===== src/hw/rtl/assert_macros.svh =====
// Assertion macros for the RTL modules of the peak tracker.
`ifndef ASSERT_MACROS_SVH
`define ASSERT_MACROS_SVH

// Property checked on every rising clock edge, switched off while reset is high.
`define MDPT_ASSERT(lbl, clk, rst, prop, msg) \
   lbl: assert property (@(posedge clk) disable iff (rst) prop) else $error(msg);

// Property checked on every rising clock edge, reset included.
`define MDPT_ASSERT_ALWAYS(lbl, clk, prop, msg) \
   lbl: assert property (@(posedge clk) prop) else $error(msg);

`endif


===== src/hw/rtl/mdpt_pkg.sv =====
// Package with the payload types, widths and hold-back table of the peak tracker.
package mdpt_pkg;

   localparam int ACT_W           = 18;
   localparam int WGT_W           = 8;
   localparam int RANK_W          = 6;
   localparam int PROD_W          = ACT_W + WGT_W;
   localparam int SUM_W           = 43;
   localparam int PEAK_W          = 42;
   localparam int HELD_W          = 7;
   localparam int OUT_FIELDS      = 5;
   // One running sum and one peak per entry of the hold-back table below.
   localparam int CANDIDATE_COUNT = 5;

   typedef struct packed {
      logic signed [ACT_W-1:0] act_value;
      logic signed [WGT_W-1:0] weight_value;
      logic [RANK_W-1:0]       outlier_rank;
      logic                    row_end;
      logic                    set_end;
   } req_payload_type;

   typedef struct packed {
      logic [PEAK_W-1:0] peak_none_held;
      logic [PEAK_W-1:0] peak_four_held;
      logic [PEAK_W-1:0] peak_eight_held;
      logic [PEAK_W-1:0] peak_sixteen_held;
      logic [PEAK_W-1:0] peak_thirtytwo_held;
   } rsp_payload_type;

   // Control bits that travel with an element through the pipeline.
   typedef struct packed {
      logic valid;
      logic row_end;
      logic set_end;
   } stage_ctl_type;

   // Number of top-ranked channels held back for a candidate sum.
   function automatic logic [HELD_W-1:0] held_count(input int idx, input int max_held);
      logic [HELD_W-1:0] cnt;
      case (idx)
         0: begin
            cnt = HELD_W'(0);
         end
         1: begin
            cnt = HELD_W'(4);
         end
         2: begin
            cnt = HELD_W'(8);
         end
         3: begin
            cnt = HELD_W'(16);
         end
         default: begin
            cnt = HELD_W'(max_held);
         end
      endcase
      return cnt;
   endfunction

endpackage


===== src/hw/rtl/masked_dot_peak_tracker.sv =====
// Masked dot product peak tracker: one element pair per cycle, peaks for five hold-back counts.
// The result of a set appears on rsp_valid once its set_end element has passed the input
// register, multiply stage, accumulate stage and result register.
// The block takes one element pair per cycle; the pipeline holds only while a finished result
// waits and the next set_end element reaches the peak stage.
// Reset clears pipeline control, running sums and peaks at once; no clearing pass.
module masked_dot_peak_tracker #(
   parameter int MAX_HELD        = 32
) (
   input  logic                      clock,
   input  logic                      reset,
   input  logic                      req_valid,
   output logic                      req_ready,
   input  mdpt_pkg::req_payload_type req_payload,
   output logic                      rsp_valid,
   input  logic                      rsp_ready,
   output mdpt_pkg::rsp_payload_type rsp_payload
);

   logic en;
   mdpt_pkg::stage_ctl_type prod_ctl;
   logic signed [mdpt_pkg::PROD_W-1:0] prod_value;
   logic [mdpt_pkg::CANDIDATE_COUNT-1:0] prod_mask;
   mdpt_pkg::stage_ctl_type row_ctl;
   logic signed [mdpt_pkg::SUM_W-1:0] row_sum [mdpt_pkg::CANDIDATE_COUNT];

   // The whole pipeline advances together unless a new result would overwrite a waiting one.
   assign en        = ~(row_ctl.valid & row_ctl.set_end & rsp_valid & ~rsp_ready);
   assign req_ready = en;

   mdpt_mult #(
      .MAX_HELD       (MAX_HELD)
   ) u_mult (
      .clock      (clock),
      .reset      (reset),
      .en         (en),
      .req_valid  (req_valid),
      .req_payload(req_payload),
      .prod_ctl   (prod_ctl),
      .prod_value (prod_value),
      .prod_mask  (prod_mask)
   );

   mdpt_accum u_accum (
      .clock     (clock),
      .reset     (reset),
      .en        (en),
      .prod_ctl  (prod_ctl),
      .prod_value(prod_value),
      .prod_mask (prod_mask),
      .row_ctl   (row_ctl),
      .row_sum   (row_sum)
   );

   mdpt_peak u_peak (
      .clock      (clock),
      .reset      (reset),
      .en         (en),
      .row_ctl    (row_ctl),
      .row_sum    (row_sum),
      .rsp_valid  (rsp_valid),
      .rsp_ready  (rsp_ready),
      .rsp_payload(rsp_payload)
   );

endmodule


===== src/hw/rtl/mdpt_mult.sv =====
// Input register, product and per-candidate inclusion mask of the peak tracker.
module mdpt_mult #(
   parameter int MAX_HELD        = 32
) (
   input  logic                          clock,
   input  logic                          reset,
   input  logic                          en,
   input  logic                          req_valid,
   input  mdpt_pkg::req_payload_type     req_payload,
   output mdpt_pkg::stage_ctl_type       prod_ctl,
   output logic signed [mdpt_pkg::PROD_W-1:0] prod_value,
   output logic [mdpt_pkg::CANDIDATE_COUNT-1:0] prod_mask
);

   mdpt_pkg::stage_ctl_type   in_ctl_ff, in_ctl_in;
   mdpt_pkg::req_payload_type in_pay_ff, in_pay_in;
   mdpt_pkg::stage_ctl_type   prod_ctl_ff, prod_ctl_in;
   logic signed [mdpt_pkg::PROD_W-1:0] prod_ff, prod_in;
   logic [mdpt_pkg::CANDIDATE_COUNT-1:0] mask_ff, mask_in;
   logic signed [mdpt_pkg::PROD_W-1:0] act_ext, wgt_ext;

   always_comb begin
      in_ctl_in = in_ctl_ff;
      in_pay_in = in_pay_ff;
      if (en) begin
         in_ctl_in.valid   = req_valid;
         // The end of the set also closes the dot product in progress.
         in_ctl_in.row_end = req_payload.row_end | req_payload.set_end;
         in_ctl_in.set_end = req_payload.set_end;
         in_pay_in         = req_payload;
      end
   end

   assign act_ext = {{mdpt_pkg::WGT_W{in_pay_ff.act_value[mdpt_pkg::ACT_W-1]}},
                     in_pay_ff.act_value};
   assign wgt_ext = {{mdpt_pkg::ACT_W{in_pay_ff.weight_value[mdpt_pkg::WGT_W-1]}},
                     in_pay_ff.weight_value};

   always_comb begin
      prod_ctl_in = prod_ctl_ff;
      prod_in     = prod_ff;
      mask_in     = mask_ff;
      if (en) begin
         prod_ctl_in = in_ctl_ff;
         prod_in     = act_ext * wgt_ext;
         for (int i = 0; i < mdpt_pkg::CANDIDATE_COUNT; i++) begin
            mask_in[i] = {1'b0, in_pay_ff.outlier_rank} >= mdpt_pkg::held_count(i, MAX_HELD);
         end
      end
   end

   always_ff @(posedge clock) begin
      if (reset) begin
         in_ctl_ff   <= '0;
         prod_ctl_ff <= '0;
      end else begin
         in_ctl_ff   <= in_ctl_in;
         prod_ctl_ff <= prod_ctl_in;
      end
      in_pay_ff <= in_pay_in;
      prod_ff   <= prod_in;
      mask_ff   <= mask_in;
   end

   assign prod_ctl   = prod_ctl_ff;
   assign prod_value = prod_ff;
   assign prod_mask  = mask_ff;

endmodule


===== src/hw/rtl/mdpt_accum.sv =====
// Saturating running sums, one per candidate, closed out at the end of each dot product.
module mdpt_accum (
   input  logic                          clock,
   input  logic                          reset,
   input  logic                          en,
   input  mdpt_pkg::stage_ctl_type       prod_ctl,
   input  logic signed [mdpt_pkg::PROD_W-1:0] prod_value,
   input  logic [mdpt_pkg::CANDIDATE_COUNT-1:0] prod_mask,
   output mdpt_pkg::stage_ctl_type       row_ctl,
   output logic signed [mdpt_pkg::SUM_W-1:0] row_sum [mdpt_pkg::CANDIDATE_COUNT]
);

   logic signed [mdpt_pkg::SUM_W-1:0] sum_ff [mdpt_pkg::CANDIDATE_COUNT];
   logic signed [mdpt_pkg::SUM_W-1:0] sum_in [mdpt_pkg::CANDIDATE_COUNT];
   logic signed [mdpt_pkg::SUM_W-1:0] row_ff [mdpt_pkg::CANDIDATE_COUNT];
   logic signed [mdpt_pkg::SUM_W-1:0] row_in [mdpt_pkg::CANDIDATE_COUNT];
   logic signed [mdpt_pkg::SUM_W-1:0] sum_next [mdpt_pkg::CANDIDATE_COUNT];
   logic signed [mdpt_pkg::SUM_W:0]   sum_wide [mdpt_pkg::CANDIDATE_COUNT];
   mdpt_pkg::stage_ctl_type row_ctl_ff, row_ctl_in;

   always_comb begin
      for (int i = 0; i < mdpt_pkg::CANDIDATE_COUNT; i++) begin
         sum_wide[i] = {sum_ff[i][mdpt_pkg::SUM_W-1], sum_ff[i]};
         if (prod_mask[i]) begin
            sum_wide[i] = sum_wide[i] +
               {{(mdpt_pkg::SUM_W + 1 - mdpt_pkg::PROD_W){prod_value[mdpt_pkg::PROD_W-1]}},
                prod_value};
         end
         // The top two bits differ only when the sum has left the 43-bit range.
         if (sum_wide[i][mdpt_pkg::SUM_W] != sum_wide[i][mdpt_pkg::SUM_W-1]) begin
            sum_next[i] = sum_wide[i][mdpt_pkg::SUM_W] ?
               {1'b1, {(mdpt_pkg::SUM_W-1){1'b0}}} : {1'b0, {(mdpt_pkg::SUM_W-1){1'b1}}};
         end else begin
            sum_next[i] = sum_wide[i][mdpt_pkg::SUM_W-1:0];
         end
      end
   end

   always_comb begin
      row_ctl_in = row_ctl_ff;
      sum_in     = sum_ff;
      row_in     = row_ff;
      if (en) begin
         row_ctl_in       = prod_ctl;
         row_ctl_in.valid = prod_ctl.valid & prod_ctl.row_end;
         if (prod_ctl.valid) begin
            row_in = sum_next;
            for (int i = 0; i < mdpt_pkg::CANDIDATE_COUNT; i++) begin
               sum_in[i] = prod_ctl.row_end ? '0 : sum_next[i];
            end
         end
      end
   end

   always_ff @(posedge clock) begin
      if (reset) begin
         row_ctl_ff <= '0;
         for (int i = 0; i < mdpt_pkg::CANDIDATE_COUNT; i++) begin
            sum_ff[i] <= '0;
         end
      end else begin
         row_ctl_ff <= row_ctl_in;
         sum_ff     <= sum_in;
      end
      row_ff <= row_in;
   end

   assign row_ctl = row_ctl_ff;
   assign row_sum = row_ff;

endmodule


===== src/hw/rtl/mdpt_peak.sv =====
// Peak magnitude tracking per candidate and the result register.
`include "assert_macros.svh"

module mdpt_peak (
   input  logic                          clock,
   input  logic                          reset,
   input  logic                          en,
   input  mdpt_pkg::stage_ctl_type       row_ctl,
   input  logic signed [mdpt_pkg::SUM_W-1:0] row_sum [mdpt_pkg::CANDIDATE_COUNT],
   output logic                          rsp_valid,
   input  logic                          rsp_ready,
   output mdpt_pkg::rsp_payload_type     rsp_payload
);

   logic [mdpt_pkg::PEAK_W-1:0] peak_ff [mdpt_pkg::CANDIDATE_COUNT];
   logic [mdpt_pkg::PEAK_W-1:0] peak_in [mdpt_pkg::CANDIDATE_COUNT];
   logic [mdpt_pkg::PEAK_W-1:0] peak_next [mdpt_pkg::CANDIDATE_COUNT];
   logic [mdpt_pkg::SUM_W-1:0]  mag [mdpt_pkg::CANDIDATE_COUNT];
   logic [mdpt_pkg::PEAK_W-1:0] out_arr [mdpt_pkg::OUT_FIELDS];
   mdpt_pkg::rsp_payload_type   rsp_ff, rsp_in;
   logic                        rsp_valid_ff, rsp_valid_in;
   logic                        row_take;

   assign row_take = en & row_ctl.valid;

   always_comb begin
      for (int i = 0; i < mdpt_pkg::CANDIDATE_COUNT; i++) begin
         mag[i] = row_sum[i][mdpt_pkg::SUM_W-1] ? (~row_sum[i] + 1'b1) : row_sum[i];
         peak_next[i] = peak_ff[i];
         // Only the most negative sum has a magnitude above the peak range.
         if (mag[i][mdpt_pkg::SUM_W-1]) begin
            peak_next[i] = '1;
         end else if (mag[i][mdpt_pkg::PEAK_W-1:0] > peak_ff[i]) begin
            peak_next[i] = mag[i][mdpt_pkg::PEAK_W-1:0];
         end
      end
      for (int i = 0; i < mdpt_pkg::OUT_FIELDS; i++) begin
         if (i < mdpt_pkg::CANDIDATE_COUNT) begin
            out_arr[i] = peak_next[i];
         end else begin
            out_arr[i] = '0;
         end
      end
   end

   always_comb begin
      peak_in      = peak_ff;
      rsp_in       = rsp_ff;
      rsp_valid_in = rsp_valid_ff & ~rsp_ready;
      if (row_take) begin
         for (int i = 0; i < mdpt_pkg::CANDIDATE_COUNT; i++) begin
            peak_in[i] = row_ctl.set_end ? '0 : peak_next[i];
         end
         if (row_ctl.set_end) begin
            rsp_valid_in                    = 1'b1;
            rsp_in.peak_none_held      = out_arr[0];
            rsp_in.peak_four_held      = out_arr[1];
            rsp_in.peak_eight_held     = out_arr[2];
            rsp_in.peak_sixteen_held   = out_arr[3];
            rsp_in.peak_thirtytwo_held = out_arr[4];
         end
      end
   end

   always_ff @(posedge clock) begin
      if (reset) begin
         rsp_valid_ff <= 1'b0;
         for (int i = 0; i < mdpt_pkg::CANDIDATE_COUNT; i++) begin
            peak_ff[i] <= '0;
         end
      end else begin
         rsp_valid_ff <= rsp_valid_in;
         peak_ff      <= peak_in;
      end
      rsp_ff <= rsp_in;
   end

   assign rsp_valid   = rsp_valid_ff;
   assign rsp_payload = rsp_ff;

   `MDPT_ASSERT_ALWAYS(a_no_rsp_after_reset, clock, reset |=> !rsp_valid_ff, "result valid right after reset")
   `MDPT_ASSERT(a_emit_clears_peak, clock, reset, (row_take && row_ctl.set_end) |=> (peak_ff[0] == '0), "peak not cleared after a result")
   `MDPT_ASSERT(a_peak_monotonic, clock, reset, (row_take && !row_ctl.set_end) |=> (peak_ff[0] >= $past(peak_ff[0])), "peak dropped within a set")
   `MDPT_ASSERT(a_emit_sets_valid, clock, reset, (row_take && row_ctl.set_end) |=> rsp_valid_ff, "result lost at end of set")

endmodule

===== config.mk =====
export PLATFORM = sky130hd
export DESIGN_NAME = masked_dot_peak_tracker
export DESIGN_NICKNAME = d
export VERILOG_FILES = /design/src/hw/rtl/mdpt_pkg.sv /design/src/hw/rtl/masked_dot_peak_tracker.sv /design/src/hw/rtl/mdpt_mult.sv /design/src/hw/rtl/mdpt_accum.sv /design/src/hw/rtl/mdpt_peak.sv
export VERILOG_INCLUDE_DIRS = /design/src /design/src/hw/rtl
export SDC_FILE = /design/constraint.sdc
export NUM_CORES = 2
export LEC_CHECK = 0
export ABC_AREA = 0
export BUFFER_PORTS_ARGS = -buffer_cell sky130_fd_sc_hd__buf_2
export CELL_PAD_IN_SITES_DETAIL_PLACEMENT = 1
export CELL_PAD_IN_SITES_GLOBAL_PLACEMENT = 2
export CORE_ASPECT_RATIO = 0.8
export CORE_MARGIN = 1.5
export CORE_UTILIZATION = 35
export CTS_CLUSTER_DIAMETER = 150
export DETAILED_ROUTE_END_ITERATION = 6
export GPL_ROUTABILITY_DRIVEN = 0
export GPL_TIMING_DRIVEN = 0
export PLACE_DENSITY = 0.69
export SETUP_SLACK_MARGIN = 0.02
export SLEW_MARGIN = 25
export SYNTH_ARGS = -nofsm -noshare
export SYNTH_HDL_FRONTEND = slang
export SYNTH_SLANG_ARGS = --single-unit

===== constraint.sdc =====
create_clock -name clock -period 18.9 [get_ports clock]
set_input_delay 1.89 -clock clock [delete_from_list [all_inputs] [get_ports clock]]
set_output_delay 1.89 -clock clock [all_outputs]
set_load 0.005 [all_outputs]

==> summary.md <==
| Metric | Value |
|---|---|
| Status | `finished clean` |
| Post-CTS setup buffer count | `0` |
| Peak supply drop | `83.05 µV` |
| Setup total negative slack | `0 ns` |
| CTS Buf Count | `between 100 and 150` |
| Top post-synthesis cells by area | `edfxtp_1 24%, dfxtp_1 14%, ha_1 9.9%` |
| GRT Total Usage | `22.83%` |
| WP data required | `19.38 ns` |
| First-pass GRT wire length | `between 300000 and 400000 µm` |
| CTS tree | `done` |
| Die area | `between 0.15 and 0.2 mm²` |
| WS Path Type | `flip-flop to flip-flop` |
| Clock share of power | `between 20% and 30%` |
| Grt ovf | `0` |
| LEAKAGE | `roughly 28 nW` |
| Die width | `approximately 470 µm` |
| Warnings, synthesis | `0` |
| Most common cell in the netlist | `nand2_1` |
| Core box area | `approximately 0.17 mm²` |
| Max-slew violations | `0` |
| Distinct cells, synth | `89` |
| WL final | `between 200000 and 250000 µm` |
| Post-synthesis sequential area ratio | `roughly 38%` |
| DRT antenna net count | `0` |
| Antenna cells | `0` |
| Logic pwr share | `43.4%` |
| Final Skew | `approximately 0.032 ns` |
| Largest net degree at the start of global routing | `95` |
| Clock Tree Buf Depth | `3` |
| Biggest cell delay along the critical path | `0.68 ns` |
| Synth area leader | `edfxtp_1` |
| Min cycle time layout | `roughly 7.8 ns` |
| CTS root buf | `clkbuf_16` |
| Drt pass-1 iters | `5` |
| Dominant synthesized flop cell | `edfxtp_1` |
| Critical path capture point type | `flip-flop` |
| Clk_lat worst skew | `a little under 0.8 ns` |
| Detailed placement HPWL | `between 150000 and 200000 µm` |
| Mapped cell area | `~0.061 mm²` |
| Wirelength per Cell | `22.20 µm` |
| TritonCTS Sinks | `between 900 and 1000` |
| Int Pwr | `roughly 0.0051 W` |
| Most instantiated cells after synthesis | `639 x nand2_1, 485 x edfxtp_1, 479 x ha_1` |
| Layout area overhead | `13.78%` |
| Critical-path cell list | `or3_4 -> nand2b_4 -> or4_4 -> or3_4 -> nor4_2 -> nand2_1 -> or3_4 -> or4_4 -> o31ai_2 -> xnor2_1 -> ha_1 -> nand4_1 -> nor4_1 -> nand2_1 -> o311a_1 -> nor2_1 -> clkbuf_1 -> buf_1 -> o211ai_1` |
| Final period utilization | `roughly 41%` |
| Critical path's slowest cell | `clkbuf_1` |
| Critical path data arrival time | `a little over 8 ns` |
| RSZ-0062 raised after global routing | `false` |
| Sequential share of power | `a little under a third` |
| Die Y | `approximately 370 µm` |
| Starting density of the core | `35.25%` |
| Setup crit start kind | `flip-flop` |
| Post-CTS Resized | `0` |
| Top fanout value on the critical path | `10` |
| Share of cells above drive strength 1 | `approximately 7.8%` |
| Number of synthesized register bits | `919` |
| Layout net count | `between 7000 and 8000` |
| Gate Count Post-Synth | `approximately 6400` |
| Max cap viols | `0` |
| Worst-Margin Slew | `about 1.1 ns` |
| CP bufs+invs | `2` |
| Vias in the first global route | `approximately 51000` |
| CP dominant cell by count | `or3_4` |
| I/O pin count | `250` |
| Vias per Instance | `about 5.4` |
| Total power | `0.008724 W` |
| Psw | `roughly 0.0036 W` |
| Asr flop ratio synth | `0%` |
| Cell family with most CP delay | `simple AND/OR/NAND/NOR gates` |
| Starting DRT DRC Count | `approximately 2900` |
| Syn avg cell area | `roughly 9.4 µm²` |
| CTS hold repair buffers | `0` |
| Final hold vios | `0` |
| IO Port Bufs | `roughly 250` |
| Share of the synthesized area in the top cell type | `about 24%` |
| Worst Hold Class | `flip-flop to flip-flop` |
| Initial antenna violation count | `4` |
| # DRC | `0` |
| Pwr/cell area | `126.7 mW/mm²` |
| Total nets after synthesis | `7058` |
| Rows | `136` |
| EDFF count, synth | `between 400 and 500` |
| Count of final setup violators | `0` |
| Via count | `between 40000 and 50000` |
| Peak Freq | `~130 MHz` |
| Max-slew headroom | `about a quarter` |
| Htree depth | `3` |
| Clock slew at reported path FFs | `~0.060 ns` |
| Switch share | `between 40% and 50%` |
[kinds of logic (layout without fill, tap and decap cells)]
group	after synthesis	in the layout	synth area share (%)
AO/OA/AOI/OAI	1866	1866	21.03
AND/OR/NAND/NOR	1684	1684	13.27
flip-flops	919	919	38.42
buffers and inverters	798	1277	5.036
adder cells (fa/ha/maj)	622	622	14.25
XOR/XNOR	394	394	5.701
multiplexers	138	138	2.290
[sequential cells by signal (all words and copies together) (netlist names)]
register and count:
u_accum.row_ctl 2, u_accum.row_sum 215, u_accum.sum_ff 215, u_mult.act_ext 18, u_mult.in_ctl_ff 3, u_mult.in_pay_ff 12
u_mult.prod_ctl 3, u_mult.prod_mask 4, u_mult.prod_value 26, u_peak.peak_ff 210, u_peak.rsp_payload 210, u_peak.rsp_valid 1
[final timing paths]
path         cells past startpoint                            start                          endpoint  slack (ns)
min                              1  u_peak.peak_ff[31]$_SDFFE_PP0P_   u_peak.peak_ff[31]$_SDFFE_PP0P_        0.46
min reg2reg                      1  u_peak.peak_ff[31]$_SDFFE_PP0P_   u_peak.peak_ff[31]$_SDFFE_PP0P_        0.46
max                             19     u_accum.row_sum[0]$_DFFE_PP_  u_peak.rsp_payload[41]$_DFFE_PP_       11.09
max reg2reg                     19     u_accum.row_sum[0]$_DFFE_PP_  u_peak.rsp_payload[41]$_DFFE_PP_       11.09
[power groups by stage]
| stage | clock network [W] | logic [W] | registers (W) |
|---|---|---|---|
| after floorplan | 0 | 0.00264 | 0.00258 |
| after global placement | 0 | 0.00361 | 0.00278 |
| after detailed placement | 0 | 0.00375 | 0.00273 |
| after CTS | 0.00231 | 0.00377 | 0.00269 |
| after global routing | 0.00238 | 0.00422 | 0.00270 |
| final | 0.00225 | 0.00378 | 0.00269 |
[per-layer routing]
metal / wire length (µm) / global-route usage (%)
met5: 0 / 0
met4: 3469 / 4.184
met3: 7172 / 2.628
met2: 84820 / 33.54
met1: 108300 / 35.61
[metrics by stage]
stage          instances  hold WS, ns  cell area (µm²)  worst slack, ns  util [%]
6_report            9177       0.4633            68870            11.09     40.11
5_1_grt             9177       0.4808            68870            10.65     40.11
4_1_cts             9177       0.4668            68870            11.06     40.11
2_1_floorplan       6421       0.4291            60530            7.387         -
3_5_place_dp        8969       0.4518            65110            11.09     37.92
3_3_place_gp        8945       0.4427            64610            2.766     37.63
[placed cells by master (no fill, tap or decap), types with 120 or more instances in the layout]
cell / n
inv_1: 466
a21oi_1: 372
fa_1: 120
o21ai_0: 458
xnor2_1: 324
ha_1: 479
a221o_1: 207
clkbuf_1: 299
buf_2: 253
nor2_1: 354
edfxtp_1: 485
and2_1: 125
a21o_1: 220
nand2_1: 639
mux2i_1: 133
dfxtp_1: 434
[final cells by class]
class                   count  area (µm²)
fillers                 19672      102800
multi-input cells        4704       34260
flip-flops and latches    919       23250
well taps                2277        2849
repair buffers            271        1680
inverters                 469        1773
plain buffers             329        1295
clock buffers             134        2934
clock inverters            74       824.5
Power figures use the tool's default switching activity.
